--- config.mk ---
export PLATFORM = sky130hd
export DESIGN_NAME = angular_rate_window_estimator_unit
export DESIGN_NICKNAME = d
export VERILOG_FILES = /design/src/arwe_pkg.sv /design/src/arwe_ram.sv /design/src/arwe_ctrl.sv /design/src/arwe_dp.sv /design/src/angular_rate_window_estimator_unit.sv
export VERILOG_INCLUDE_DIRS = /design/src /design/src/src
export SDC_FILE = /design/constraint.sdc
export NUM_CORES = 2
export LEC_CHECK = 0
export BUFFER_PORTS_ARGS = -buffer_cell sky130_fd_sc_hd__buf_4
export CAP_MARGIN = 10
export CORE_MARGIN = 2
export CORE_UTILIZATION = 25
export DETAILED_ROUTE_END_ITERATION = 16
export GPL_ROUTABILITY_DRIVEN = 0
export PLACE_DENSITY_LB_ADDON = 0.15
export SLEW_MARGIN = 10
export SYNTH_ARGS = -nofsm -noshare
export SYNTH_HDL_FRONTEND = slang
export SYNTH_SLANG_ARGS = --single-unit
export TNS_END_PERCENT = 100
--- constraint.sdc ---
create_clock -name clk_i -period 12 [get_ports clk_i]
set_clock_uncertainty 0.1 [all_clocks]
set_input_delay 0.6 -clock clk_i [delete_from_list [all_inputs] [get_ports clk_i]]
set_output_delay 0.6 -clock clk_i [all_outputs]
set_load 0.005 [all_outputs]
--- src/angular_rate_window_estimator_unit_macros.svh ---
// ----------------------------------------------------------------------------
// Angular rate window estimator assertion macros
// Shared concurrent assertion helpers clocked on clk_i and disabled in reset.
// ----------------------------------------------------------------------------
`ifndef ANGULAR_RATE_WINDOW_ESTIMATOR_UNIT_MACROS_SVH
`define ANGULAR_RATE_WINDOW_ESTIMATOR_UNIT_MACROS_SVH

`ifndef SYNTHESIS
`define ARWE_ASSERT_IMP(lbl, ante, cons, msg) \
  lbl: assert property (@(posedge clk_i) disable iff (!rst_ni) (ante) |-> (cons)) \
    else $error(msg);
`define ARWE_ASSERT_NXT(lbl, ante, cons, msg) \
  lbl: assert property (@(posedge clk_i) disable iff (!rst_ni) (ante) |=> (cons)) \
    else $error(msg);
`else
`define ARWE_ASSERT_IMP(lbl, ante, cons, msg)
`define ARWE_ASSERT_NXT(lbl, ante, cons, msg)
`endif

`endif

--- src/arwe_pkg.sv ---
// ----------------------------------------------------------------------------
// Angular rate window estimator package
// Widths, fixed-point constants and controller/datapath interface types.
// ----------------------------------------------------------------------------
`default_nettype none

package arwe_pkg;

  localparam int unsigned MAX_WINDOW_DEF = 8;

  localparam int unsigned WS_W     = 3;
  localparam int unsigned WS_RESET = 4;
  localparam int unsigned ANGLE_W  = 16;
  localparam int unsigned TIME_W   = 32;
  localparam int unsigned RATE_W   = 16;
  localparam int unsigned VOTE_W   = 16;

  // Q3.12 angle constants and Q2.13 rate constants.
  localparam int TWO_PI_Q      = 25736;
  localparam int STEP_UNWRAP_Q = 24986;
  localparam int BLADE_Q       = 5147;
  localparam int WIN_UNWRAP_Q  = 24576;
  localparam int RATE_LIMIT_Q  = 17203;
  localparam int RATE_CLAMP_Q  = 17121;
  localparam int MAX_JUMPS     = 8;

  localparam int unsigned SCALE_W = 21;
  localparam logic [SCALE_W-1:0] RATE_SCALE = 21'd2000000;

  localparam int unsigned NUM_W  = ANGLE_W + SCALE_W;
  localparam int unsigned QUO_W  = 15;
  localparam int unsigned DEN_W  = TIME_W + QUO_W;
  localparam int unsigned IT_W   = $clog2(QUO_W);

  typedef struct packed {
    logic accept;
    logic rd_issue;
    logic step_calc;
    logic shift_wr;
    logic diff_calc;
    logic mul;
    logic div_init;
    logic div_iter;
    logic finish;
    logic out_load;
  } arwe_cmd_t;

  typedef struct packed {
    logic full;
    logic k_last;
    logic div_last;
    logic out_free;
  } arwe_sts_t;

endpackage

`default_nettype wire

--- src/arwe_ram.sv ---
// ----------------------------------------------------------------------------
// Generic RAM
// One write port and one read port with registered read data.
// ----------------------------------------------------------------------------
`default_nettype none

module arwe_ram #(
  parameter int unsigned WIDTH = 16,
  parameter int unsigned DEPTH = 8
) (
  input  logic                     clk_i,
  input  logic                     we_i,
  input  logic [$clog2(DEPTH)-1:0] waddr_i,
  input  logic [WIDTH-1:0]         wdata_i,
  input  logic                     re_i,
  input  logic [$clog2(DEPTH)-1:0] raddr_i,
  output logic [WIDTH-1:0]         rdata_o
);

  logic [WIDTH-1:0] mem_q [DEPTH];
  logic [WIDTH-1:0] rdata_q;

  always_ff @(posedge clk_i) begin
    if (we_i) begin
      mem_q[waddr_i] <= wdata_i;
    end
    if (re_i) begin
      rdata_q <= mem_q[raddr_i];
    end
  end

  assign rdata_o = rdata_q;

endmodule

`default_nettype wire

--- src/arwe_ctrl.sv ---
// ----------------------------------------------------------------------------
// Angular rate window estimator controller
// Sequences one request through history update and, with a full window, blade shift and division.
// ----------------------------------------------------------------------------
`default_nettype none

`include "angular_rate_window_estimator_unit_macros.svh"

module arwe_ctrl
  import arwe_pkg::*;
(
  input  logic      clk_i,
  input  logic      rst_ni,
  input  logic      in_valid_i,
  output logic      in_ready_o,
  input  arwe_sts_t sts_i,
  output arwe_cmd_t cmd_o
);

  localparam logic [3:0] S_IDLE      = 4'd0;
  localparam logic [3:0] S_STEP_RD   = 4'd1;
  localparam logic [3:0] S_STEP_CALC = 4'd2;
  localparam logic [3:0] S_SHIFT_RD  = 4'd3;
  localparam logic [3:0] S_SHIFT_WR  = 4'd4;
  localparam logic [3:0] S_DIFF      = 4'd5;
  localparam logic [3:0] S_MUL       = 4'd6;
  localparam logic [3:0] S_DIV_INIT  = 4'd7;
  localparam logic [3:0] S_DIV       = 4'd8;
  localparam logic [3:0] S_FINISH    = 4'd9;
  localparam logic [3:0] S_OUT       = 4'd10;

  logic [3:0] state_q, state_d;

  always_comb begin
    state_d    = state_q;
    cmd_o      = '0;
    in_ready_o = 1'b0;
    case (state_q)
      S_IDLE: begin
        in_ready_o = 1'b1;
        if (in_valid_i) begin
          cmd_o.accept = 1'b1;
          state_d      = sts_i.full ? S_STEP_RD : S_OUT;
        end
      end
      S_STEP_RD: begin
        cmd_o.rd_issue = 1'b1;
        state_d        = S_STEP_CALC;
      end
      S_STEP_CALC: begin
        cmd_o.step_calc = 1'b1;
        state_d         = S_SHIFT_RD;
      end
      S_SHIFT_RD: begin
        cmd_o.rd_issue = 1'b1;
        state_d        = S_SHIFT_WR;
      end
      S_SHIFT_WR: begin
        cmd_o.shift_wr = 1'b1;
        state_d        = sts_i.k_last ? S_DIFF : S_SHIFT_RD;
      end
      S_DIFF: begin
        cmd_o.diff_calc = 1'b1;
        state_d         = S_MUL;
      end
      S_MUL: begin
        cmd_o.mul = 1'b1;
        state_d   = S_DIV_INIT;
      end
      S_DIV_INIT: begin
        cmd_o.div_init = 1'b1;
        state_d        = S_DIV;
      end
      S_DIV: begin
        cmd_o.div_iter = 1'b1;
        if (sts_i.div_last) begin
          state_d = S_FINISH;
        end
      end
      S_FINISH: begin
        cmd_o.finish = 1'b1;
        state_d      = S_OUT;
      end
      S_OUT: begin
        if (sts_i.out_free) begin
          cmd_o.out_load = 1'b1;
          state_d        = S_IDLE;
        end
      end
      default: begin
        state_d = S_IDLE;
      end
    endcase
  end

  always_ff @(posedge clk_i or negedge rst_ni) begin
    if (!rst_ni) begin
      state_q <= S_IDLE;
    end else begin
      state_q <= state_d;
    end
  end

  `ARWE_ASSERT_NXT(a_accept_leaves_idle, cmd_o.accept, state_q != S_IDLE,
                   "Controller stayed idle after accepting a request.")
  `ARWE_ASSERT_IMP(a_shift_after_read, state_q == S_SHIFT_WR,
                   $past(state_q) == S_SHIFT_RD,
                   "Shift write-back without a preceding history read.")

endmodule

`default_nettype wire

--- src/arwe_dp.sv ---
// ----------------------------------------------------------------------------
// Angular rate window estimator datapath
// History memories, blade shift, window difference, divider and vote counter.
// ----------------------------------------------------------------------------
`default_nettype none

`include "angular_rate_window_estimator_unit_macros.svh"

module arwe_dp
  import arwe_pkg::*;
#(
  parameter int unsigned MAX_WINDOW = MAX_WINDOW_DEF
) (
  input  logic                      clk_i,
  input  logic                      rst_ni,
  input  arwe_cmd_t                 cmd_i,
  output arwe_sts_t                 sts_o,
  input  logic                      window_steps_we_i,
  input  logic [WS_W-1:0]           window_steps_i,
  input  logic signed [ANGLE_W-1:0] angle_i,
  input  logic [TIME_W-1:0]         timestamp_i,
  input  logic                      out_ready_i,
  output logic                      out_valid_o,
  output logic                      rate_valid_o,
  output logic signed [RATE_W-1:0]  angular_rate_o,
  output logic                      direction_o
);

  localparam int unsigned AW = $clog2(MAX_WINDOW);
  localparam int unsigned CW = $clog2(MAX_WINDOW + 1);
  localparam int unsigned SW = (AW > WS_W) ? AW : WS_W;

  // Configuration and control state.
  logic [WS_W-1:0] ws_q;
  logic [CW-1:0]   cnt_q, cnt_inc;
  logic [AW-1:0]   wp_q, wp_inc;
  logic [AW-1:0]   p_q;
  logic [AW-1:0]   k_q;
  logic [AW-1:0]   steps_q, steps_eff;
  logic [SW-1:0]   steps_tmp;
  logic [IT_W-1:0] it_q;
  logic signed [VOTE_W-1:0] votes_q, votes_new;
  logic            dir_q;
  logic            out_valid_q;

  // Payload registers.
  logic signed [ANGLE_W-1:0] a0_q, as_q;
  logic [TIME_W-1:0]         t0_q, ts_q, dt_q;
  logic signed [17:0]        off_q;
  logic                      jnz_q;
  logic                      dneg_q, dzero_q;
  logic [ANGLE_W-1:0]        dmag_q;
  logic [NUM_W-1:0]          num_q, rem_q;
  logic [DEN_W-1:0]          den_q;
  logic [QUO_W-1:0]          quo_q;
  logic                      ovf_q;
  logic                      res_valid_q;
  logic signed [RATE_W-1:0]  res_rate_q;
  logic                      out_rv_q, out_dir_q;
  logic signed [RATE_W-1:0]  out_rate_q;

  // History memories.
  logic [AW:0]               sdiff, ssum;
  logic [AW-1:0]             slot;
  logic                      ang_we;
  logic [AW-1:0]             ang_waddr;
  logic [ANGLE_W-1:0]        ang_wdata, ang_rdata;
  logic [TIME_W-1:0]         time_rdata;

  // Combinational datapath values.
  logic signed [16:0]        d_raw, d_unw;
  logic [16:0]               d_abs;
  logic [3:0]                jcnt;
  logic signed [17:0]        off_abs;
  logic signed [ANGLE_W-1:0] ak;
  logic signed [17:0]        v_sum, v_w1, v_w2;
  logic signed [ANGLE_W-1:0] v_sat;
  logic signed [16:0]        bd_raw, bd_1, bd_2;
  logic [16:0]               bd_abs;
  logic                      div_ge;
  logic                      rnd;
  logic [RATE_W-1:0]         qr, rmag;
  logic                      vote_up;

  assign steps_tmp = (ws_q == '0) ? SW'(1) : SW'(ws_q);
  assign steps_eff = (steps_tmp > SW'(MAX_WINDOW - 1)) ? AW'(MAX_WINDOW - 1)
                                                       : steps_tmp[AW-1:0];
  assign cnt_inc   = (cnt_q == CW'(MAX_WINDOW)) ? cnt_q : cnt_q + 1'b1;
  assign wp_inc    = (wp_q == AW'(MAX_WINDOW - 1)) ? '0 : wp_q + 1'b1;

  assign sdiff = {1'b0, p_q} - {1'b0, k_q};
  assign ssum  = sdiff + (AW+1)'(MAX_WINDOW);
  assign slot  = sdiff[AW] ? ssum[AW-1:0] : sdiff[AW-1:0];

  assign ak = $signed(ang_rdata);

  // Newest step, unwrapped by a full turn, rounded to whole blade jumps.
  always_comb begin
    d_raw = $signed({a0_q[15], a0_q}) - $signed({ak[15], ak});
    if (d_raw > STEP_UNWRAP_Q) begin
      d_unw = 17'(d_raw - TWO_PI_Q);
    end else if (d_raw < -STEP_UNWRAP_Q) begin
      d_unw = 17'(d_raw + TWO_PI_Q);
    end else begin
      d_unw = d_raw;
    end
    d_abs = d_unw[16] ? 17'(-d_unw) : d_unw;
    jcnt  = '0;
    for (int m = 1; m <= MAX_JUMPS; m++) begin
      if ((int'(d_abs) * 2 + BLADE_Q) >= (m * 2 * BLADE_Q)) begin
        jcnt = jcnt + 4'd1;
      end
    end
    off_abs = 18'(int'(jcnt) * BLADE_Q);
  end

  // Shifted older angle with one wrap and saturation.
  always_comb begin
    v_sum = $signed({{2{ak[15]}}, ak}) + off_q;
    v_w1  = (v_sum < -TWO_PI_Q) ? 18'(v_sum + TWO_PI_Q) : v_sum;
    v_w2  = (v_w1 > TWO_PI_Q) ? 18'(v_w1 - TWO_PI_Q) : v_w1;
    if (v_w2 > 32767) begin
      v_sat = 16'sh7FFF;
    end else if (v_w2 < -32768) begin
      v_sat = 16'sh8000;
    end else begin
      v_sat = v_w2[15:0];
    end
  end

  // Window difference with unwrap.
  always_comb begin
    bd_raw = $signed({a0_q[15], a0_q}) - $signed({as_q[15], as_q});
    bd_1   = (bd_raw > WIN_UNWRAP_Q) ? 17'(bd_raw - TWO_PI_Q) : bd_raw;
    bd_2   = (bd_1 < -WIN_UNWRAP_Q) ? 17'(bd_1 + TWO_PI_Q) : bd_1;
    bd_abs = bd_2[16] ? 17'(-bd_2) : bd_2;
  end

  assign div_ge = DEN_W'(rem_q) >= den_q;

  // Rounding, clamping and the direction vote.
  always_comb begin
    rnd = {rem_q, 1'b0} >= (NUM_W+1)'(dt_q);
    qr  = RATE_W'(quo_q) + RATE_W'(rnd);
    if (dzero_q) begin
      rmag = '0;
    end else if (ovf_q || (qr > RATE_W'(RATE_LIMIT_Q))) begin
      rmag = RATE_W'(RATE_CLAMP_Q);
    end else begin
      rmag = qr;
    end
    vote_up = !dneg_q && (rmag != '0);
    if (vote_up) begin
      votes_new = (votes_q != 16'sh7FFF) ? votes_q + 16'sd1 : votes_q;
    end else begin
      votes_new = (votes_q != 16'sh8000) ? votes_q - 16'sd1 : votes_q;
    end
  end

  assign ang_we    = cmd_i.accept || (cmd_i.shift_wr && jnz_q);
  assign ang_waddr = cmd_i.accept ? wp_q : slot;
  assign ang_wdata = cmd_i.accept ? angle_i : v_sat;

  arwe_ram #(
    .WIDTH (ANGLE_W),
    .DEPTH (MAX_WINDOW)
  ) u_angle_ram (
    .clk_i   (clk_i),
    .we_i    (ang_we),
    .waddr_i (ang_waddr),
    .wdata_i (ang_wdata),
    .re_i    (cmd_i.rd_issue),
    .raddr_i (slot),
    .rdata_o (ang_rdata)
  );

  arwe_ram #(
    .WIDTH (TIME_W),
    .DEPTH (MAX_WINDOW)
  ) u_time_ram (
    .clk_i   (clk_i),
    .we_i    (cmd_i.accept),
    .waddr_i (wp_q),
    .wdata_i (timestamp_i),
    .re_i    (cmd_i.rd_issue),
    .raddr_i (slot),
    .rdata_o (time_rdata)
  );

  always_ff @(posedge clk_i or negedge rst_ni) begin
    if (!rst_ni) begin
      ws_q        <= WS_W'(WS_RESET);
      cnt_q       <= '0;
      wp_q        <= '0;
      p_q         <= '0;
      k_q         <= '0;
      steps_q     <= '0;
      it_q        <= '0;
      votes_q     <= '0;
      dir_q       <= 1'b1;
      out_valid_q <= 1'b0;
    end else begin
      if (window_steps_we_i) begin
        ws_q <= window_steps_i;
      end
      if (cmd_i.accept) begin
        cnt_q   <= cnt_inc;
        wp_q    <= wp_inc;
        p_q     <= wp_q;
        k_q     <= AW'(1);
        steps_q <= steps_eff;
      end
      if (cmd_i.shift_wr) begin
        k_q <= k_q + 1'b1;
      end
      if (cmd_i.div_init) begin
        it_q <= IT_W'(QUO_W - 1);
      end else if (cmd_i.div_iter) begin
        it_q <= it_q - 1'b1;
      end
      if (cmd_i.finish) begin
        votes_q <= votes_new;
        dir_q   <= (votes_new > 16'sd0);
      end
      if (cmd_i.out_load) begin
        out_valid_q <= 1'b1;
      end else if (out_ready_i) begin
        out_valid_q <= 1'b0;
      end
    end
  end

  always_ff @(posedge clk_i) begin
    if (cmd_i.accept) begin
      a0_q        <= angle_i;
      t0_q        <= timestamp_i;
      res_valid_q <= sts_o.full;
      res_rate_q  <= '0;
    end
    if (cmd_i.step_calc) begin
      off_q <= d_unw[16] ? -off_abs : off_abs;
      jnz_q <= (jcnt != '0);
    end
    if (cmd_i.shift_wr && (k_q == steps_q)) begin
      as_q <= jnz_q ? v_sat : ak;
      ts_q <= time_rdata;
    end
    if (cmd_i.diff_calc) begin
      dneg_q  <= bd_2[16];
      dzero_q <= (bd_2 == '0);
      dmag_q  <= bd_abs[ANGLE_W-1:0];
      dt_q    <= t0_q - ts_q;
    end
    if (cmd_i.mul) begin
      num_q <= NUM_W'(dmag_q) * NUM_W'(RATE_SCALE);
    end
    if (cmd_i.div_init) begin
      ovf_q <= DEN_W'(num_q) >= {dt_q, QUO_W'(0)};
      rem_q <= num_q;
      den_q <= DEN_W'(dt_q) << (QUO_W - 1);
      quo_q <= '0;
    end else if (cmd_i.div_iter) begin
      if (div_ge) begin
        rem_q <= rem_q - den_q[NUM_W-1:0];
      end
      quo_q <= {quo_q[QUO_W-2:0], div_ge};
      den_q <= den_q >> 1;
    end
    if (cmd_i.finish) begin
      res_rate_q <= dneg_q ? -$signed(rmag) : $signed(rmag);
    end
    if (cmd_i.out_load) begin
      out_rv_q   <= res_valid_q;
      out_rate_q <= res_rate_q;
      out_dir_q  <= dir_q;
    end
  end

  assign sts_o.full     = cnt_inc > CW'(steps_eff);
  assign sts_o.k_last   = (k_q == steps_q);
  assign sts_o.div_last = (it_q == '0);
  assign sts_o.out_free = !out_valid_q || out_ready_i;

  assign out_valid_o    = out_valid_q;
  assign rate_valid_o   = out_rv_q;
  assign angular_rate_o = out_rate_q;
  assign direction_o    = out_dir_q;

  `ARWE_ASSERT_IMP(a_out_from_load, $rose(out_valid_q), $past(cmd_i.out_load),
                   "Result became valid without a load from the controller.")
  `ARWE_ASSERT_NXT(a_votes_hold, !cmd_i.finish, $stable(votes_q),
                   "Direction votes changed outside the final step.")
  `ARWE_ASSERT_IMP(a_k_range, cmd_i.shift_wr, (k_q != '0) && (k_q <= steps_q),
                   "Shift index left the window.")

endmodule

`default_nettype wire

--- src/angular_rate_window_estimator_unit.sv ---
// ----------------------------------------------------------------------------
// Angular rate window estimator
// Finite-difference angular rate over a sliding window of angle samples.
// ----------------------------------------------------------------------------
// Each input request carries one Q3.12 angle and a microsecond timestamp on a
// valid/ready channel. Each request produces exactly one result request with
// rate_valid, a Q2.13 angular rate and the rotation direction.
// Until the window holds window_steps+1 samples the result skips the history
// shift and the divider and is returned with rate_valid low and the rate zero.
// With a full window the block reads and shifts window_steps history entries
// one at a time and then runs a 15-bit restoring divider. A new request is
// taken in the cycle after the previous result is loaded; the block takes no
// new request while one is in process. The divider loop and the single read
// port of each history memory set the request rate.
// The result sits in an output register; when the receiver stalls the block
// still accepts the next request and holds its result until the register
// frees. window_steps may be written only while the block is idle.
// Reset clears the sample count, the vote counter and sets direction to 1;
// the history memories are not cleared and need no clearing pass.
// ----------------------------------------------------------------------------
`default_nettype none

module angular_rate_window_estimator_unit
  import arwe_pkg::*;
#(
  parameter int unsigned MAX_WINDOW = MAX_WINDOW_DEF
) (
  input  logic                      clk_i,
  input  logic                      rst_ni,
  input  logic                      window_steps_we_i,
  input  logic [WS_W-1:0]           window_steps_i,
  input  logic                      in_valid_i,
  output logic                      in_ready_o,
  input  logic signed [ANGLE_W-1:0] angle_i,
  input  logic [TIME_W-1:0]         timestamp_i,
  output logic                      out_valid_o,
  input  logic                      out_ready_i,
  output logic                      rate_valid_o,
  output logic signed [RATE_W-1:0]  angular_rate_o,
  output logic                      direction_o
);

  arwe_cmd_t cmd;
  arwe_sts_t sts;

  arwe_ctrl u_ctrl (
    .clk_i      (clk_i),
    .rst_ni     (rst_ni),
    .in_valid_i (in_valid_i),
    .in_ready_o (in_ready_o),
    .sts_i      (sts),
    .cmd_o      (cmd)
  );

  arwe_dp #(
    .MAX_WINDOW (MAX_WINDOW)
  ) u_dp (
    .clk_i             (clk_i),
    .rst_ni            (rst_ni),
    .cmd_i             (cmd),
    .sts_o             (sts),
    .window_steps_we_i (window_steps_we_i),
    .window_steps_i    (window_steps_i),
    .angle_i           (angle_i),
    .timestamp_i       (timestamp_i),
    .out_ready_i       (out_ready_i),
    .out_valid_o       (out_valid_o),
    .rate_valid_o      (rate_valid_o),
    .angular_rate_o    (angular_rate_o),
    .direction_o       (direction_o)
  );

endmodule

`default_nettype wire
# Word-level counts from Yosys, hierarchy flattened
# Memories as Yosys holds them, arrays and structs flattened. A register that Yosys moved wholly into a read port is not among the register bits.
# Cells that the tools add are included.
dict set report totals {
  regBits 374
  mem_bits_rw 384
  inputBits 56
  output_inout_bits 20
  word_cells 201
  n_memories 2
}
# name depth width read_ports rd_ports_with_merged_regs write_ports line_no
set memory_table {}
lappend memory_table {u_dp.u_time_ram.mem_q 8 32 1 1 1 arwe_ram.sv:20} ;# logic [WIDTH-1:0] mem_q [DEPTH];
lappend memory_table {u_dp.u_angle_ram.mem_q 8 16 1 1 1 arwe_ram.sv:20}
dict set report classes {
  addsub 32
  mul 2
  n_lt_le_gt_ge 23
  n_eq_ne 18
  mux 69
  reduce_logical 22
}
# cell count
set ops {}
lappend ops {{2-to-1 mux 16 bit} 13}
lappend ops {{2-to-1 mux 37 bit} 3}
lappend ops {{>= comparator 32 x 17 -> 1 bit, second input constant} 3}
lappend ops {{2-to-1 mux 46 bit} 2}
lappend ops {{2-to-1 mux 17 bit} 5}
lappend ops {{>= comparator 32 x 16 -> 1 bit, second input constant} 2}
lappend ops {{>= comparator 32 x 18 -> 1 bit, second input constant} 2}
lappend ops {{2-to-1 mux 4 bit} 14}
lappend ops {{2-to-1 mux 18 bit} 3}
lappend ops {{>= comparator 37 x 47 -> 1 bit} 1}
lappend ops {{>= comparator 37 x 46 -> 1 bit} 1}
lappend ops {{case mux 4 bit (11 select lines)} 1}
lappend ops {{>= comparator 38 x 32 -> 1 bit} 1}
lappend ops {{subtractor 37 bit} 1}
lappend ops {{> comparator 18 x 16 -> 1 bit, second input constant} 2}
lappend ops {{less-than comparator 18 x 16 -> 1 bit, second input constant} 2}
lappend ops {{adder 17 x 16 -> 17 bit, second input constant} 2}
lappend ops {{> comparator 17 x 16 -> 1 bit, second input constant} 2}
lappend ops {{less-than comparator 17 x 16 -> 1 bit, second input constant} 2}
lappend ops {{subtractor 16 x 16 -> 17 bit} 2}
lappend ops {{subtractor 17 x 16 -> 17 bit, second input constant} 2}
lappend ops {{>= comparator 32 x 15 -> 1 bit, second input constant} 1}
lappend ops {{!= test 16 bit, second input constant} 2}
lappend ops {{negator 16 bit} 2}
lappend ops {{42 further kinds} 95}

# Longest topological paths before layout
dict set report depth {
  word_depth 26
  ltp_mapped 68
  ltp_nobuf 64
}

# Cells and area by module
# From an unflattened synthesis, not the netlist that was laid out.
dict set report unflattened {
  hier_cells 3869
  area_unflattened_um2 47187.8
}
# mod n_inst cells_per_inst area_per_inst_um2 seq_area_each_um2
set modules_own_cells {}
lappend modules_own_cells {arwe_dp 1 3191 30578.1 10617.7}
lappend modules_own_cells {{arwe_ram (u_dp.u_time_ram)} 1 415 10786.6 8648.3}
lappend modules_own_cells {{arwe_ram (u_dp.u_angle_ram)} 1 214 5454.0 4324.1}
lappend modules_own_cells {arwe_ctrl 1 49 369.1 100.1}

# Worst setup path before layout
# No wires, ideal clock.
dict set report synth_timing {
  path_type {reg-to-reg}
  startpoint {reg u_dp.u_angle_ram.rdata_q[0] (netlist: u_dp.u_angle_ram.rdata_o[0]), read port of u_dp.u_angle_ram.mem_q}
  endpoint {reg u_dp.off_q[15], data pin}
  arrival_ns 11.868
  setup_slack_ns -0.234
  path_stages_with_launch 62
  path_buffers 3
  period_less_slack_ns 12.234
  path_cell_list {edfxtp_1 -> ha_1 -> fa_1 -> nor2b_1 -> o21ai_0 -> a21oi_1 -> inv_1 -> ha_1 -> o21ai_0 -> nand3_1 -> a311oi_2 -> nor2_1 -> o211ai_1 -> and2_1 -> clkbuf_1 -> clkbuf_1 -> buf_1 -> a21oi_1 -> [... 26 more ...] -> a31o_1 -> xnor2_1 -> ha_1 -> inv_1 -> fa_1 -> inv_1 -> ha_1 -> a31oi_1 -> nor2b_1 -> o21ai_0 -> nand2b_1 -> xnor2_1 -> nand3_1 -> nor2_1 -> nand2_1 -> or3_4 -> o31ai_2 -> xor2_1}
}
dict set report synth_via {
  elab_chain_len 26
  word_cells_on_any_way 36
  cone_classes {13 x add/sub; 1 x mul; 10 x order compare; 12 x mux}
}
# element line_no
set synth_rtl {}
lappend synth_rtl {{start: declaration} arwe_ram.sv:21} ;# logic [WIDTH-1:0] rdata_q;
lappend synth_rtl {{subtractor 16 x 16 -> 17 bit *} arwe_dp.sv:99} ;# d_raw = $signed({a0_q[15], a0_q}) - $signed({ak[15], ak});
lappend synth_rtl {{adder 17 x 16 -> 17 bit or less-than comparator 17 x 16 -> 1 bit (tied branches)} {arwe_dp.sv:103, arwe_dp.sv:102}}
lappend synth_rtl {{2-to-1 mux 17 bit} arwe_dp.sv:102} ;# end else if (d_raw < -STEP_UNWRAP_Q) begin
lappend synth_rtl {{2-to-1 mux 17 bit *} arwe_dp.sv:100} ;# if (d_raw > STEP_UNWRAP_Q) begin
lappend synth_rtl {{negator 17 bit} arwe_dp.sv:107} ;# d_abs = d_unw[16] ? 17'(-d_unw) : d_unw;
lappend synth_rtl {{2-to-1 mux 17 bit} arwe_dp.sv:107}
lappend synth_rtl {{adder 18 x 13 -> 19 bit} arwe_dp.sv:110} ;# if ((int'(d_abs) * 2 + BLADE_Q) >= (m * 2 * BLADE_Q)) begin
lappend synth_rtl {{>= comparator 32 x 15 -> 1 bit} arwe_dp.sv:110}
lappend synth_rtl {{[... 10 more ...]} --}
lappend synth_rtl {{2-to-1 mux 4 bit} arwe_dp.sv:110}
lappend synth_rtl {{adder 4 x 1 -> 4 bit} arwe_dp.sv:111} ;# jcnt = jcnt + 4'd1;
lappend synth_rtl {{2-to-1 mux 4 bit} arwe_dp.sv:110}
lappend synth_rtl {{adder 4 x 1 -> 4 bit} arwe_dp.sv:111}
lappend synth_rtl {{2-to-1 mux 4 bit} arwe_dp.sv:110}
lappend synth_rtl {{multiplier 4 x 13 -> 17 bit} arwe_dp.sv:114} ;# off_abs = 18'(int'(jcnt) * BLADE_Q);
lappend synth_rtl {{negator 18 bit} arwe_dp.sv:241} ;# off_q <= d_unw[16] ? -off_abs : off_abs;
lappend synth_rtl {{2-to-1 mux 18 bit *} arwe_dp.sv:241}
lappend synth_rtl {{end signal: assignment} arwe_dp.sv:241}
lappend synth_rtl {{end: declaration} arwe_dp.sv:49} ;# logic signed [17:0] off_q;
# Mark *: on every way between the ends. The rest lies on a longest branch, timed or not.
# A chain may end at the register's enable or synchronous reset.

# Final worst setup path
# Same ends and word-level chain as after synthesis.

==> flow_summary.ini <==
[clock_network]
root_buffer = clkbuf_16
cts_max_level = 3
cts_tree = done
cts.path.max_buffers = 3
clock-sinks = 806
clk_latency_ns = 0.75
cts_buffers = 95
clkTransAtPathRegs_ns = 0.06

[synthesis]
synth_area_um2 = 46990
yosysSeqAreaShare_pct = 50.42
syn_inst = 3997
yosys.area.top_type = edfxtp_1
synthArstFlopShare_pct = 5.583
netlist_top_cells_area = edfxtp_1, ha_1, mux4_2
synth_warnings = 0
yosysMostFrequentCell = edfxtp_1
synth_common_cells = edfxtp_1, inv_1, ha_1
syn-num-nets = 4445
ys_ff_latch = 806
syn_avg_cell_area_um2 = 11.76
ys_types = 113
synth_top_area_share_pct = 46.78
dominantRegCellSynth = edfxtp_1
synth_edf_count = 732

[drt]
ant_nets = 0
wire_per_inst_um = 19.24
vias = 31570
drtIter0Drc = 1698
first_pass_iters = 7
via_per_inst = 4.623
routed_wl_um = 131400
route.detailed.drc = 0

[setup_path]
crit_path_top_delay_cell = fa_1
crit_path_end_kind = flip-flop
r2r_cells = 53
max_stage_delay_ns = 0.50
rrSetupSlack_ns = 0.47
r2r_end = u_dp.off_q[15]$_DFFE_PP_
worstPathArrival_ns = 11.85
cp_max_fo = 7
reg2reg_from = u_dp.u_angle_ram.rdata_o[0]$_DFFE_PP_
worstPathRequired_ns = 12.33
startpoint = u_dp.u_angle_ram.rdata_o[0]$_DFFE_PP_
worstSetupPathType = flip-flop to flip-flop
cpMostUsedCell = ha_4
critPathLaunchType = flip-flop

[floorplanning]
fp.dieArea_um2 = 191400
die_w_um = 437.5
ios = 76
rows = 159
die_h_um = 437.5
fp.coreArea_um2 = 187200
start_util_pct = 25.10

[timing]
hold_viol_final = 0
period_share_pct = 96.05
final-setup-viol-count = 0
slew_headroom_pct = 18.46
fmax_mhz = 86.76
period_needed_ns = 11.53
report.final.slew_viol_count = 0
worst_pin_slew_ns = 1.204
worst_hold_slack_ns = 0.06082

[run]
max_cap_violations = 0

[final_layout]
syn2layout_area_growth_pct = 19.03
drive_above_1_share_pct = 16.78
fin_area_um2 = 55930
final_core_util_pct = 29.88
fin_nets = 4703

[global_routing]
globalRouteOverflowTotal = 0
grt_max_degree = 56
grt_pass1_vias = 32106
grt_pass1_wl_um = 200400
grt_usage_pct = 13.60
antenna_found_initial = 4

[min_path]
min_to = u_dp.a0_q[1]$_DFFE_PP_
hold_path_depth = 1
hold_path.class = input pin to flip-flop
min_from = angle_i[1]

[run_status]
status = finished, final reports clean

[placement]
dp_hpwl_um = 93800
place_area_um2 = 51390
place.port_buffers = 75
[metal layers]
layer | vias to the layer above | GRT usage [%] | routed length (µm)
met5 | - | 0 | 23
met4 | 4 | 3.576 | 2781
met3 | 154 | 1.868 | 4323
met2 | 461 | 22.64 | 62430
met1 | 15583 | 18.47 | 61860
li1 | 15368 | - | -
[layout make-up]
type	count	area [µm²]
inverters	337	1266
repair buffers	283	2250
multi-input cells	2732	22300
clock inverters	61	857.1
diodes	1	2.502
clock buffers	114	2449
well taps	2495	3122
fillers	19057	131300
flip-flops and latches	806	23690
[cell families after synthesis]
kind of cell / share of synthesized area, %
flip-flops: 50.42
adder cells (fa/ha/maj): 11.44
AO/OA/AOI/OAI: 12.24
multiplexers: 6.114
XOR/XNOR: 5.435
AND/OR/NAND/NOR: 10.61
buffers and inverters: 3.731
[worst max-delay path by stage]
stage	to	slack, ns	depth (start not counted)
6_report	u_dp.off_q[15]$_DFFE_PP_	0.47	53
5_1_grt	u_dp.off_q[17]$_SDFFCE_PP0P_	-0.12	53
4_1_cts	u_dp.off_q[15]$_DFFE_PP_	0.02	55
3_5_place_dp	u_dp.off_q[15]$_DFFE_PP_	-0.15	55
3_3_place_gp	u_dp.off_q[15]$_DFFE_PP_	0.02	54
2_1_floorplan	u_dp.off_q[15]$_DFFE_PP_	0.08	63
[per-stage QoR]
step | worst slack, ns | setup TNS, ns | std cells
4_1_cts | 0.01860 | 0 | 6811
2_1_floorplan | 0.08270 | 0 | 3997
3_5_place_dp | -0.1513 | -0.5213 | 6587
6_report | 0.4736 | 0 | 6829
3_3_place_gp | 0.01664 | 0 | 6587
5_1_grt | -0.1203 | -0.3996 | 6828
[placed cells by master, fill, tap and decap left out, types with 43 or more instances in the layout]
| master | count |
|---|---|
| edfxtp_1 | 732 |
| inv_1 | 332 |
| ha_1 | 318 |
| nand2_1 | 304 |
| nor2_1 | 235 |
| buf_4 | 234 |
| a21oi_1 | 222 |
| xnor2_1 | 189 |
| o21ai_0 | 150 |
| mux4_2 | 96 |
| clkbuf_16 | 95 |
| nand3_1 | 80 |
| nor3_1 | 78 |
| xor2_1 | 77 |
| fa_1 | 61 |
| mux2_2 | 56 |
| a21o_1 | 48 |
| dlygate4sd3_1 | 47 |
| dfrtp_1 | 43 |
[what timing repair did]
action | CTS | global route
gates resized for setup | 9 | 109
hold endpoints to repair | 319 | 0
buffers inserted | 2 | 17
pin swaps | 2 | 43
endpoints found under the setup margin | 6 | 11
hold buffers | 47 | 0
[state kept, by name, indices dropped and copies added (netlist names), 4 cells and up]
| name | count |
|---|---|
| u_dp.rem_q | 37 |
| u_dp.num_q | 30 |
| u_dp.a0_q | 16 |
| u_dp.quo_q | 15 |
| u_dp.u_angle_ram.rdata_o | 16 |
| u_dp.res_rate_q | 16 |
| u_dp.u_time_ram.mem_q | 256 |
| u_dp.dmag_q | 16 |
| u_dp.as_q | 16 |
| u_dp.angular_rate_o | 16 |
| u_dp.dt_q | 32 |
| u_dp.ts_q | 32 |
| u_dp.t0_q | 32 |
| u_dp.cnt_q | 4 |
| u_dp.it_q | 4 |
| u_dp.votes_q | 16 |
| u_dp.off_q | 18 |
| u_dp.den_q | 46 |
| u_dp.u_time_ram.rdata_o | 32 |
| u_ctrl.state_q | 4 |
| u_dp.u_angle_ram.mem_q | 128 |
[worst max-delay path: cells and delay by family, from the launching register on]
kind / cells / cell delay (ns)
XOR/XNOR: 5 / 0.73
buffers and inverters: 5 / 0.39
AND/OR/NAND/NOR: 15 / 2.34
multiplexers: 1 / 0.27
flip-flops: 1 / 0.43
AO/OA/AOI/OAI: 17 / 3.94
adder cells (fa/ha/maj): 10 / 3.08
Power is not shown: default switching activity piles up to over one toggle a cycle in this logic, so the estimate is an artifact.
